**src/design/mlc_pkg.sv**
```systemverilog
`timescale 1ns / 1ps
`default_nettype none

package mlc_pkg;

	localparam int NUM_CORES  = 4;
	localparam int DATA_WIDTH = 32;
	localparam int CORE_W     = 2;
	localparam int FIELD_W    = 32;
	localparam int CIDX_W     = (NUM_CORES > 1) ? $clog2(NUM_CORES) : 1;
	localparam int CNT_W      = $clog2(NUM_CORES + 1);
	localparam int MEM_RESET  = 10;

	typedef enum logic [1:0] {
		ST_M = 2'd0,
		ST_E = 2'd1,
		ST_S = 2'd2,
		ST_I = 2'd3
	} line_st_t;

	typedef enum logic [1:0] {
		OP_READ  = 2'd0,
		OP_WRITE = 2'd1,
		OP_EVICT = 2'd2
	} op_t;

	typedef struct packed {
		line_st_t [NUM_CORES-1:0]                 st;
		logic     [NUM_CORES-1:0][DATA_WIDTH-1:0] val;
		logic     [DATA_WIDTH-1:0]                mem;
	} line_regs_t;

	typedef struct packed {
		logic [FIELD_W-1:0] read_data;
		line_st_t           requester_state;
		logic [FIELD_W-1:0] memory_data;
		logic               coherent;
	} rsp_t;

	function automatic line_regs_t lines_reset();
		line_regs_t r;
		for (int k = 0; k < NUM_CORES; k++) begin
			r.st[k]  = ST_I;
			r.val[k] = '0;
		end
		r.mem = DATA_WIDTH'(MEM_RESET);
		return r;
	endfunction

	function automatic logic [DATA_WIDTH-1:0] from_field(input logic [FIELD_W-1:0] x);
		logic [63:0] t;
		t = 64'(signed'(x));
		return t[DATA_WIDTH-1:0];
	endfunction

	function automatic logic [FIELD_W-1:0] to_field(input logic [DATA_WIDTH-1:0] x);
		logic [63:0] t;
		t = 64'(x);
		return t[FIELD_W-1:0];
	endfunction

endpackage

`default_nettype wire

```
**src/design/mlc_if.sv**
```systemverilog
`timescale 1ns / 1ps
`default_nettype none

interface mlc_req_if import mlc_pkg::*; ();
	logic               valid;
	logic               ready;
	logic [1:0]         operation;
	logic [CORE_W-1:0]  core;
	logic [FIELD_W-1:0] write_value;

	modport source (output valid, output operation, output core, output write_value,
		input ready);
	modport sink (input valid, input operation, input core, input write_value,
		output ready);
endinterface

interface mlc_rsp_if import mlc_pkg::*; ();
	logic               valid;
	logic               ready;
	logic [FIELD_W-1:0] read_data;
	logic [1:0]         requester_state;
	logic [FIELD_W-1:0] memory_data;
	logic               coherent;

	modport source (output valid, output read_data, output requester_state,
		output memory_data, output coherent, input ready);
	modport sink (input valid, input read_data, input requester_state,
		input memory_data, input coherent, output ready);
endinterface

`default_nettype wire

```
**src/design/mlc_engine.sv**
```systemverilog
`timescale 1ns / 1ps
`default_nettype none

module mlc_engine import mlc_pkg::*; (
	input  line_regs_t         cur,
	input  logic [1:0]         operation,
	input  logic [CORE_W-1:0]  core,
	input  logic [FIELD_W-1:0] write_value,
	output line_regs_t         nxt,
	output rsp_t               rsp
);

	logic                  core_ok;
	logic [CIDX_W-1:0]     cidx;
	line_st_t              cst;
	logic [DATA_WIDTH-1:0] wv;
	logic [DATA_WIDTH-1:0] rd;
	logic                  sup_found;
	logic [CIDX_W-1:0]     sup_idx;
	logic [CNT_W-1:0]      s_left;
	logic [CNT_W-1:0]      nm, ne, ns, ni;

	assign core_ok = (32'(core) < 32'(NUM_CORES));
	assign cidx    = CIDX_W'(core);
	assign cst     = cur.st[cidx];
	assign wv      = from_field(write_value);

	// snoop: lowest other core holding a valid copy
	always_comb begin
		sup_found = 1'b0;
		sup_idx   = '0;
		for (int k = NUM_CORES - 1; k >= 0; k--) begin
			if (CIDX_W'(k) != cidx && cur.st[k] != ST_I) begin
				sup_found = 1'b1;
				sup_idx   = CIDX_W'(k);
			end
		end
	end

	always_comb begin
		nxt    = cur;
		rd     = '0;
		s_left = '0;
		if (core_ok) begin
			unique case (operation)
				OP_READ: begin
					if (cst != ST_I) begin
						rd = cur.val[cidx];
					end else if (sup_found) begin
						if (cur.st[sup_idx] == ST_M) begin
							nxt.mem = cur.val[sup_idx];
						end
						nxt.st[sup_idx] = ST_S;
						nxt.st[cidx]    = ST_S;
						nxt.val[cidx]   = cur.val[sup_idx];
						rd              = cur.val[sup_idx];
					end else begin
						nxt.st[cidx]  = ST_E;
						nxt.val[cidx] = cur.mem;
						rd            = cur.mem;
					end
				end
				OP_WRITE: begin
					if (cst == ST_S || cst == ST_I) begin
						for (int k = 0; k < NUM_CORES; k++) begin
							if (CIDX_W'(k) != cidx) begin
								if (cur.st[k] == ST_M) begin
									nxt.mem = cur.val[k];
								end
								nxt.st[k] = ST_I;
							end
						end
					end
					nxt.st[cidx]  = ST_M;
					nxt.val[cidx] = wv;
				end
				OP_EVICT: begin
					if (cst != ST_I) begin
						if (cst == ST_M) begin
							nxt.mem = cur.val[cidx];
						end
						nxt.st[cidx] = ST_I;
						if (cst == ST_S) begin
							for (int k = 0; k < NUM_CORES; k++) begin
								if (nxt.st[k] == ST_S) begin
									s_left = s_left + CNT_W'(1);
								end
							end
							// sole sharer left takes exclusive
							if (s_left == CNT_W'(1)) begin
								for (int k = 0; k < NUM_CORES; k++) begin
									if (nxt.st[k] == ST_S) begin
										nxt.st[k] = ST_E;
									end
								end
							end
						end
					end
				end
				default: begin
				end
			endcase
		end
	end

	always_comb begin
		nm = '0;
		ne = '0;
		ns = '0;
		ni = '0;
		for (int k = 0; k < NUM_CORES; k++) begin
			unique case (nxt.st[k])
				ST_M: nm = nm + CNT_W'(1);
				ST_E: ne = ne + CNT_W'(1);
				ST_S: ns = ns + CNT_W'(1);
				ST_I: ni = ni + CNT_W'(1);
			endcase
		end
	end

	always_comb begin
		rsp.read_data       = to_field(rd);
		rsp.requester_state = core_ok ? nxt.st[cidx] : ST_I;
		rsp.memory_data     = to_field(nxt.mem);
		rsp.coherent        = (ni == CNT_W'(NUM_CORES))
			|| ((nm == CNT_W'(1) || ne == CNT_W'(1)) && ni == CNT_W'(NUM_CORES - 1))
			|| (ns >= CNT_W'(2) && ni == CNT_W'(NUM_CORES) - ns);
	end

endmodule

`default_nettype wire

```
**src/design/mesi_line_coherence.sv**
```systemverilog
`timescale 1ns / 1ps
`default_nettype none
// mesi_line_coherence: one memory line shared by the private caches of the cores
// req channel: operation (read, write, evict), requesting core and write data
// rsp channel: read data, requester's new state, memory copy, legality flag
// one rsp beat for every req beat, in order
// a req beat lands in the input register; the snoop and update logic then
// runs on it and the result goes to the output register with the new line state
// throughput: one beat per cycle while rsp is ready, set by the single pass through the snoop logic
// the input register takes a new beat when it is empty or its beat moves to the
// output register in the same cycle
// when rsp stalls, the held result stays and one more req beat is buffered,
// then req.ready drops until rsp is taken
// reset: all cores invalid, cached values zero, memory copy ten, both
// registers empty

module mesi_line_coherence import mlc_pkg::*; (
	input  wire logic   clk,
	input  wire logic   arst_n,
	mlc_req_if.sink     req,
	mlc_rsp_if.source   rsp
);

	logic               req_valid_s1;
	logic [1:0]         operation_s1;
	logic [CORE_W-1:0]  core_s1;
	logic [FIELD_W-1:0] write_value_s1;
	logic               adv;
	logic               rsp_valid_q;
	rsp_t               rsp_q;
	line_regs_t         lines_q;
	line_regs_t         lines_nxt;
	rsp_t               rsp_nxt;

	assign adv       = req_valid_s1 && (!rsp_valid_q || rsp.ready);
	assign req.ready = !req_valid_s1 || adv;

	mlc_engine u_engine (
		.cur         (lines_q),
		.operation   (operation_s1),
		.core        (core_s1),
		.write_value (write_value_s1),
		.nxt         (lines_nxt),
		.rsp         (rsp_nxt)
	);

	always_ff @(posedge clk or negedge arst_n) begin
		if (!arst_n) begin
			req_valid_s1 <= 1'b0;
		end else if (req.valid && req.ready) begin
			req_valid_s1 <= 1'b1;
		end else if (adv) begin
			req_valid_s1 <= 1'b0;
		end
	end

	always_ff @(posedge clk) begin
		if (req.valid && req.ready) begin
			operation_s1   <= req.operation;
			core_s1        <= req.core;
			write_value_s1 <= req.write_value;
		end
	end

	always_ff @(posedge clk or negedge arst_n) begin
		if (!arst_n) begin
			lines_q     <= lines_reset();
			rsp_valid_q <= 1'b0;
		end else if (adv) begin
			lines_q     <= lines_nxt;
			rsp_valid_q <= 1'b1;
		end else if (rsp.ready) begin
			rsp_valid_q <= 1'b0;
		end
	end

	always_ff @(posedge clk) begin
		if (adv) begin
			rsp_q <= rsp_nxt;
		end
	end

	assign rsp.valid           = rsp_valid_q;
	assign rsp.read_data       = rsp_q.read_data;
	assign rsp.requester_state = rsp_q.requester_state;
	assign rsp.memory_data     = rsp_q.memory_data;
	assign rsp.coherent        = rsp_q.coherent;

`ifndef NO_ASSERTIONS
	a_coherent: assert property (@(posedge clk) disable iff (!arst_n)
		rsp_valid_q |-> rsp_q.coherent)
		else $error("illegal state combination reported");

	a_adv_fills: assert property (@(posedge clk) disable iff (!arst_n)
		adv |=> rsp_valid_q)
		else $error("result lost after advance");

	a_hold_s1: assert property (@(posedge clk) disable iff (!arst_n)
		(req_valid_s1 && !adv) |=> (req_valid_s1 && $stable(core_s1)))
		else $error("stalled input beat dropped");

	a_state_stable: assert property (@(posedge clk) disable iff (!arst_n)
		!adv |=> $stable(lines_q))
		else $error("line state changed without an advancing beat");
`endif

endmodule

`default_nettype wire
```
**src/flat_wrapper.sv**
```systemverilog
// flat-port wrapper written by rule: the top's interface ports become plain ports
module mesi_line_coherence_flat import mlc_pkg::*;
  (clk, arst_n, req_valid, req_operation, req_core, req_write_value, req_ready, rsp_valid, rsp_read_data, rsp_requester_state, rsp_memory_data, rsp_coherent, rsp_ready);
  mlc_req_if req_i ();
  mlc_rsp_if rsp_i ();
  input  wire logic clk;
  input  wire logic arst_n;
  input wire logic [$bits(req_i.valid)-1:0] req_valid;
  input wire logic [$bits(req_i.operation)-1:0] req_operation;
  input wire logic [$bits(req_i.core)-1:0] req_core;
  input wire logic [$bits(req_i.write_value)-1:0] req_write_value;
  output wire logic [$bits(req_i.ready)-1:0] req_ready;
  output wire logic [$bits(rsp_i.valid)-1:0] rsp_valid;
  output wire logic [$bits(rsp_i.read_data)-1:0] rsp_read_data;
  output wire logic [$bits(rsp_i.requester_state)-1:0] rsp_requester_state;
  output wire logic [$bits(rsp_i.memory_data)-1:0] rsp_memory_data;
  output wire logic [$bits(rsp_i.coherent)-1:0] rsp_coherent;
  input wire logic [$bits(rsp_i.ready)-1:0] rsp_ready;
  assign req_i.valid = req_valid;
  assign req_i.operation = req_operation;
  assign req_i.core = req_core;
  assign req_i.write_value = req_write_value;
  assign req_ready = req_i.ready;
  assign rsp_valid = rsp_i.valid;
  assign rsp_read_data = rsp_i.read_data;
  assign rsp_requester_state = rsp_i.requester_state;
  assign rsp_memory_data = rsp_i.memory_data;
  assign rsp_coherent = rsp_i.coherent;
  assign rsp_i.ready = rsp_ready;
  mesi_line_coherence u_core (.clk(clk), .arst_n(arst_n), .req(req_i), .rsp(rsp_i));
endmodule
```
**config.mk**
```make
export PLATFORM = sky130hd
export DESIGN_NAME = mesi_line_coherence_flat
export DESIGN_NICKNAME = d
export VERILOG_FILES = /design/src/design/mlc_pkg.sv /design/src/design/mlc_if.sv /design/src/design/mlc_engine.sv /design/src/design/mesi_line_coherence.sv /design/src/flat_wrapper.sv
export SDC_FILE = /design/constraint.sdc
export NUM_CORES = 1
export LEC_CHECK = 0
export ABC_AREA = 1
export BUFFER_PORTS_ARGS = -buffer_cell sky130_fd_sc_hd__buf_2
export CAP_MARGIN = 20
export CELL_PAD_IN_SITES_DETAIL_PLACEMENT = 1
export CELL_PAD_IN_SITES_GLOBAL_PLACEMENT = 1
export CORE_AREA = 2 2 188 190
export CTS_CLUSTER_SIZE = 30
export DETAILED_ROUTE_END_ITERATION = 10
export DIE_AREA = 0 0 190 192
export GPL_ROUTABILITY_DRIVEN = 1
export HOLD_SLACK_MARGIN = 0.1
export PLACE_DENSITY_LB_ADDON = 0.08
export SYNTH_ARGS = -nofsm -noshare
export SYNTH_HDL_FRONTEND = slang
export SYNTH_SLANG_ARGS = --single-unit
```
**constraint.sdc**
```tcl
create_clock -name clk -period 9.95 [get_ports clk]
set_input_delay 2.4875 -clock clk [delete_from_list [all_inputs] [get_ports clk]]
set_output_delay 2.4875 -clock clk [all_outputs]
set_load 0.05 [all_outputs]
```
==> flow_summary.ini <==
[logic_synthesis]
flop_and_latch_count_out_of_synthesis = 273
syn_inst = 2225
syn_avg_cell_area_um2 = 7.68
synth-main-ff-cell = sky130_fd_sc_hd__dfrtp_1
post_synth_num_cell_types = 45
async_reset_ff_share_pct = 62.3
synthesis.area_mm2 = 0.0171
synth_sequential_area_ratio_pct = 43.1
number_of_synthesized_flops_with_an_enable_pin = 103
yosysWarnings = 0
synth.net_count = 2281

[cts]
cts-htree-levels = 1
clock_tree.buffer_depth = 3
clk_pin_slew_worst_paths_ns = 0.06
cts.sinks = 273
post-cts-setup-buffer-count = 0
cts_repair_resize_count = 0
postCtsHoldBufs = 0
cts_root_buffer = sky130_fd_sc_hd__clkbuf_16
tritoncts = built
cts_made_buffers = 31
clock_latency_ns = 0.59

[setup_path]
crit_required_ns = 10.28
setup.worst_path.start_class = flip-flop
worstPathArrival_ns = 6.25
crit_path_max_fanout = 16
worst_path_max_delay_cell = sky130_fd_sc_hd__edfxtp_1
worstSetupPathType = reg -> reg
crit_path_max_incr_delay_ns = 0.51
critical_path.endpoint_type = flip-flop
worst_path_most_repeated_cell = sky130_fd_sc_hd__nand2_1

[timing]
setup_viol_count_final = 0
tightest_slew_ns = 1.10
finalClockSkew_ns = 0.0127
highest_achievable_clock_rate_mhz = 169
hold_ws_ns = 0.543
max_slew_margin_pct = 26.6
final_max_slew_viol_count = 0
rsz0062_at_grt = no
fin_crit_sh_pct = 59.5
finalSetupTns_ns = 0
period_minus_slack_ns = 5.92
hold_viol = 0

[drt]
drt-wirelength-per-cell_um = 24.5
first_pass_iters = 6
initial_drt_markers = 1711
post-route-drc-count = 0
vias_per_cell = 6.52
route.vias.total = 17700
routed_wl_mm = 66.7
drtAntennaViolNets = 0

[global_route]
first_global_vias = 18400
grt_max_degree = 100
globalRouteOverflowTotal = 0
initial_antenna_violation_count = 0
global_route.usage.total_pct = 36.8
first_pass_grt_wire_length_mm = 104

[die]
core_area_mm2 = 0.0343
num_rows = 68
io_pins = 109
die_height_um = 192
initial_utilization_pct = 49.9
overall_die_area_mm2 = 0.0365
die-width_um = 190

[cells_and_area]
layout-area-overhead-vs-synth_pct = 10.5
number_of_diodes = 0
mostFrequentLayoutCell = sky130_fd_sc_hd__nand2_1
design.final.nets = 2297
most-common-layout-cells = sky130_fd_sc_hd__nand2_1 (512), sky130_fd_sc_hd__o21ai_0 (260), sky130_fd_sc_hd__inv_1 (184), sky130_fd_sc_hd__dfrtp_1 (160), sky130_fd_sc_hd__nand3_1 (151)
finish.utilization_pct = 55.1
drive_gt1_share_pct = 12.8
postLayoutCellArea_mm2 = 0.0189

[min_path]
holdCritPathClass = reg -> reg

[placed_design]
gp_congestion = 0.879
count_of_input_and_output_buffers = 108
dp_hpwl_mm = 38.2
placed_area_mm2 = 0.0178

[power_and_ir_drop]
ir_worst_vdd_uv = 163
design_power_total_uw = 5970
p_leak_uw = 0.00791
power.density_cell_area_mw_per_mm2 = 316

[status]
run_status = complete, no violations

[run]
max_cap_violations = 0
-- worst max-delay path: cells and delay by family, from the launching register on --
| kind | cells | cell delay, ns |
|---|---|---|
| buffers and inverters | 6 | 0.46 |
| and+or+nand+nor | 22 | 3.31 |
| DFF | 1 | 0.51 |
| adders and majority gates | 5 | 1.37 |
-- through the flow --
| stage | instances | setup WS, ns |
|---|---|---|
| 4_1_cts | 2720 | 4.18 |
| 5_1_grt | 2721 | 3.66 |
| 6_report | 2721 | 4.03 |
| 3_5_place_dp | 2662 | 4.21 |
| 2_1_floorplan | 2225 | 4.51 |
| 3_3_place_gp | 2662 | 4.43 |
-- worst paths after layout --
path                                     startpoint             endpoint  slack (ns)  depth (start not counted)
worst max-delay path              u_core.core_s1[1]  u_core.rsp.coherent        4.03                         33
worst min-delay path            u_core.lines_q[163]  u_core.lines_q[163]        0.54                          2
worst max register to register    u_core.core_s1[1]  u_core.rsp.coherent        4.03                         33
worst min register to register  u_core.lines_q[163]  u_core.lines_q[163]        0.54                          2
max in group asynchronous                    arst_n   u_core.lines_q[63]        6.29                          2
min in group asynchronous                    arst_n   u_core.lines_q[36]        2.01                          1
-- routing by layer --
layer / vias up / part of all wire, % / GRT usage [%]
li1: 7791 / - / -
met1: 8840 / 40 / 47.3
met2: 891 / 47 / 62.5
met3: 227 / 7.9 / 5.21
met4: 0 / 4.2 / 15.3
met5: - / 0 / 0
-- synthesized netlist by cell type, types with 5 or more instances --
cell type | instances | area [um2]
sky130_fd_sc_hd__o211ai_1 | 102 | 766
sky130_fd_sc_hd__ha_1 | 16 | 200
sky130_fd_sc_hd__o2111ai_1 | 15 | 131
sky130_fd_sc_hd__buf_6 | 7 | 78.8
sky130_fd_sc_hd__nand2_1 | 515 | 1930
sky130_fd_sc_hd__nand3_1 | 152 | 761
sky130_fd_sc_hd__o21a_1 | 12 | 90.1
sky130_fd_sc_hd__a221oi_1 | 32 | 280
sky130_fd_sc_hd__edfxtp_1 | 103 | 3090
sky130_fd_sc_hd__dfstp_2 | 10 | 263
sky130_fd_sc_hd__buf_1 | 15 | 56.3
sky130_fd_sc_hd__or2_2 | 34 | 213
sky130_fd_sc_hd__o221ai_1 | 32 | 280
sky130_fd_sc_hd__a21oi_1 | 119 | 596
sky130_fd_sc_hd__nor3_1 | 6 | 30.0
sky130_fd_sc_hd__a31oi_1 | 33 | 206
sky130_fd_sc_hd__o22ai_1 | 34 | 213
sky130_fd_sc_hd__mux2i_1 | 26 | 260
sky130_fd_sc_hd__nor2_1 | 125 | 469
sky130_fd_sc_hd__o21bai_1 | 7 | 52.6
sky130_fd_sc_hd__dfrtp_1 | 160 | 4000
sky130_fd_sc_hd__clkbuf_1 | 112 | 420
sky130_fd_sc_hd__nand2_2 | 14 | 87.6
sky130_fd_sc_hd__nand4_1 | 19 | 119
sky130_fd_sc_hd__o21ai_1 | 18 | 90.1
sky130_fd_sc_hd__nor2_2 | 5 | 31.3
sky130_fd_sc_hd__inv_2 | 8 | 30.0
sky130_fd_sc_hd__o21ai_0 | 260 | 1300
sky130_fd_sc_hd__inv_1 | 189 | 709
sky130_fd_sc_hd__buf_2 | 18 | 90.1
-- cell type report --
type / count / area [um2]
fillers: 4327 / 15400
multi-input cells: 1597 / 8390
flip-flops and latches: 273 / 7360
clock buffers: 42 / 888
repair buffers: 140 / 800
inverters: 198 / 748
well taps: 455 / 569
clock inverters: 16 / 133
-- state kept, by name (all words and copies together), names as in the netlist --
| signal | cells |
|---|---|
| u_core.rsp.valid | 1 |
| u_core.lines_q | 168 |
| u_core.req_valid_s1 | 1 |
| u_core.operation_s1 | 2 |
| u_core.write_value_s1 | 32 |
| u_core.rsp.requester_state | 2 |
| u_core.rsp.coherent | 1 |
| u_core.rsp.memory_data | 32 |
| u_core.rsp.read_data | 32 |
| u_core.core_s1 | 2 |
-- where the power goes --
part / internal [uW] / switching, uW
clock: 674 / 497
sequential: 1630 / 393
combinational: 838 / 1940
total: 3140 / 2830
-- kinds of logic after synthesis --
| kind of cell | count (synthesis) | synth area share (%) |
|---|---|---|
| muxes | 26 | 1.52 |
| and+or+nand+nor | 880 | 21.8 |
| AOI/OAI and AO/OA | 672 | 23.9 |
| xor gates and xnor gates | 3 | 0.154 |
| buffers and inverters | 355 | 8.34 |
| adders and majority gates | 16 | 1.17 |
| DFF | 273 | 43.1 |
Note: power is estimated with default switching activity, not from simulation.
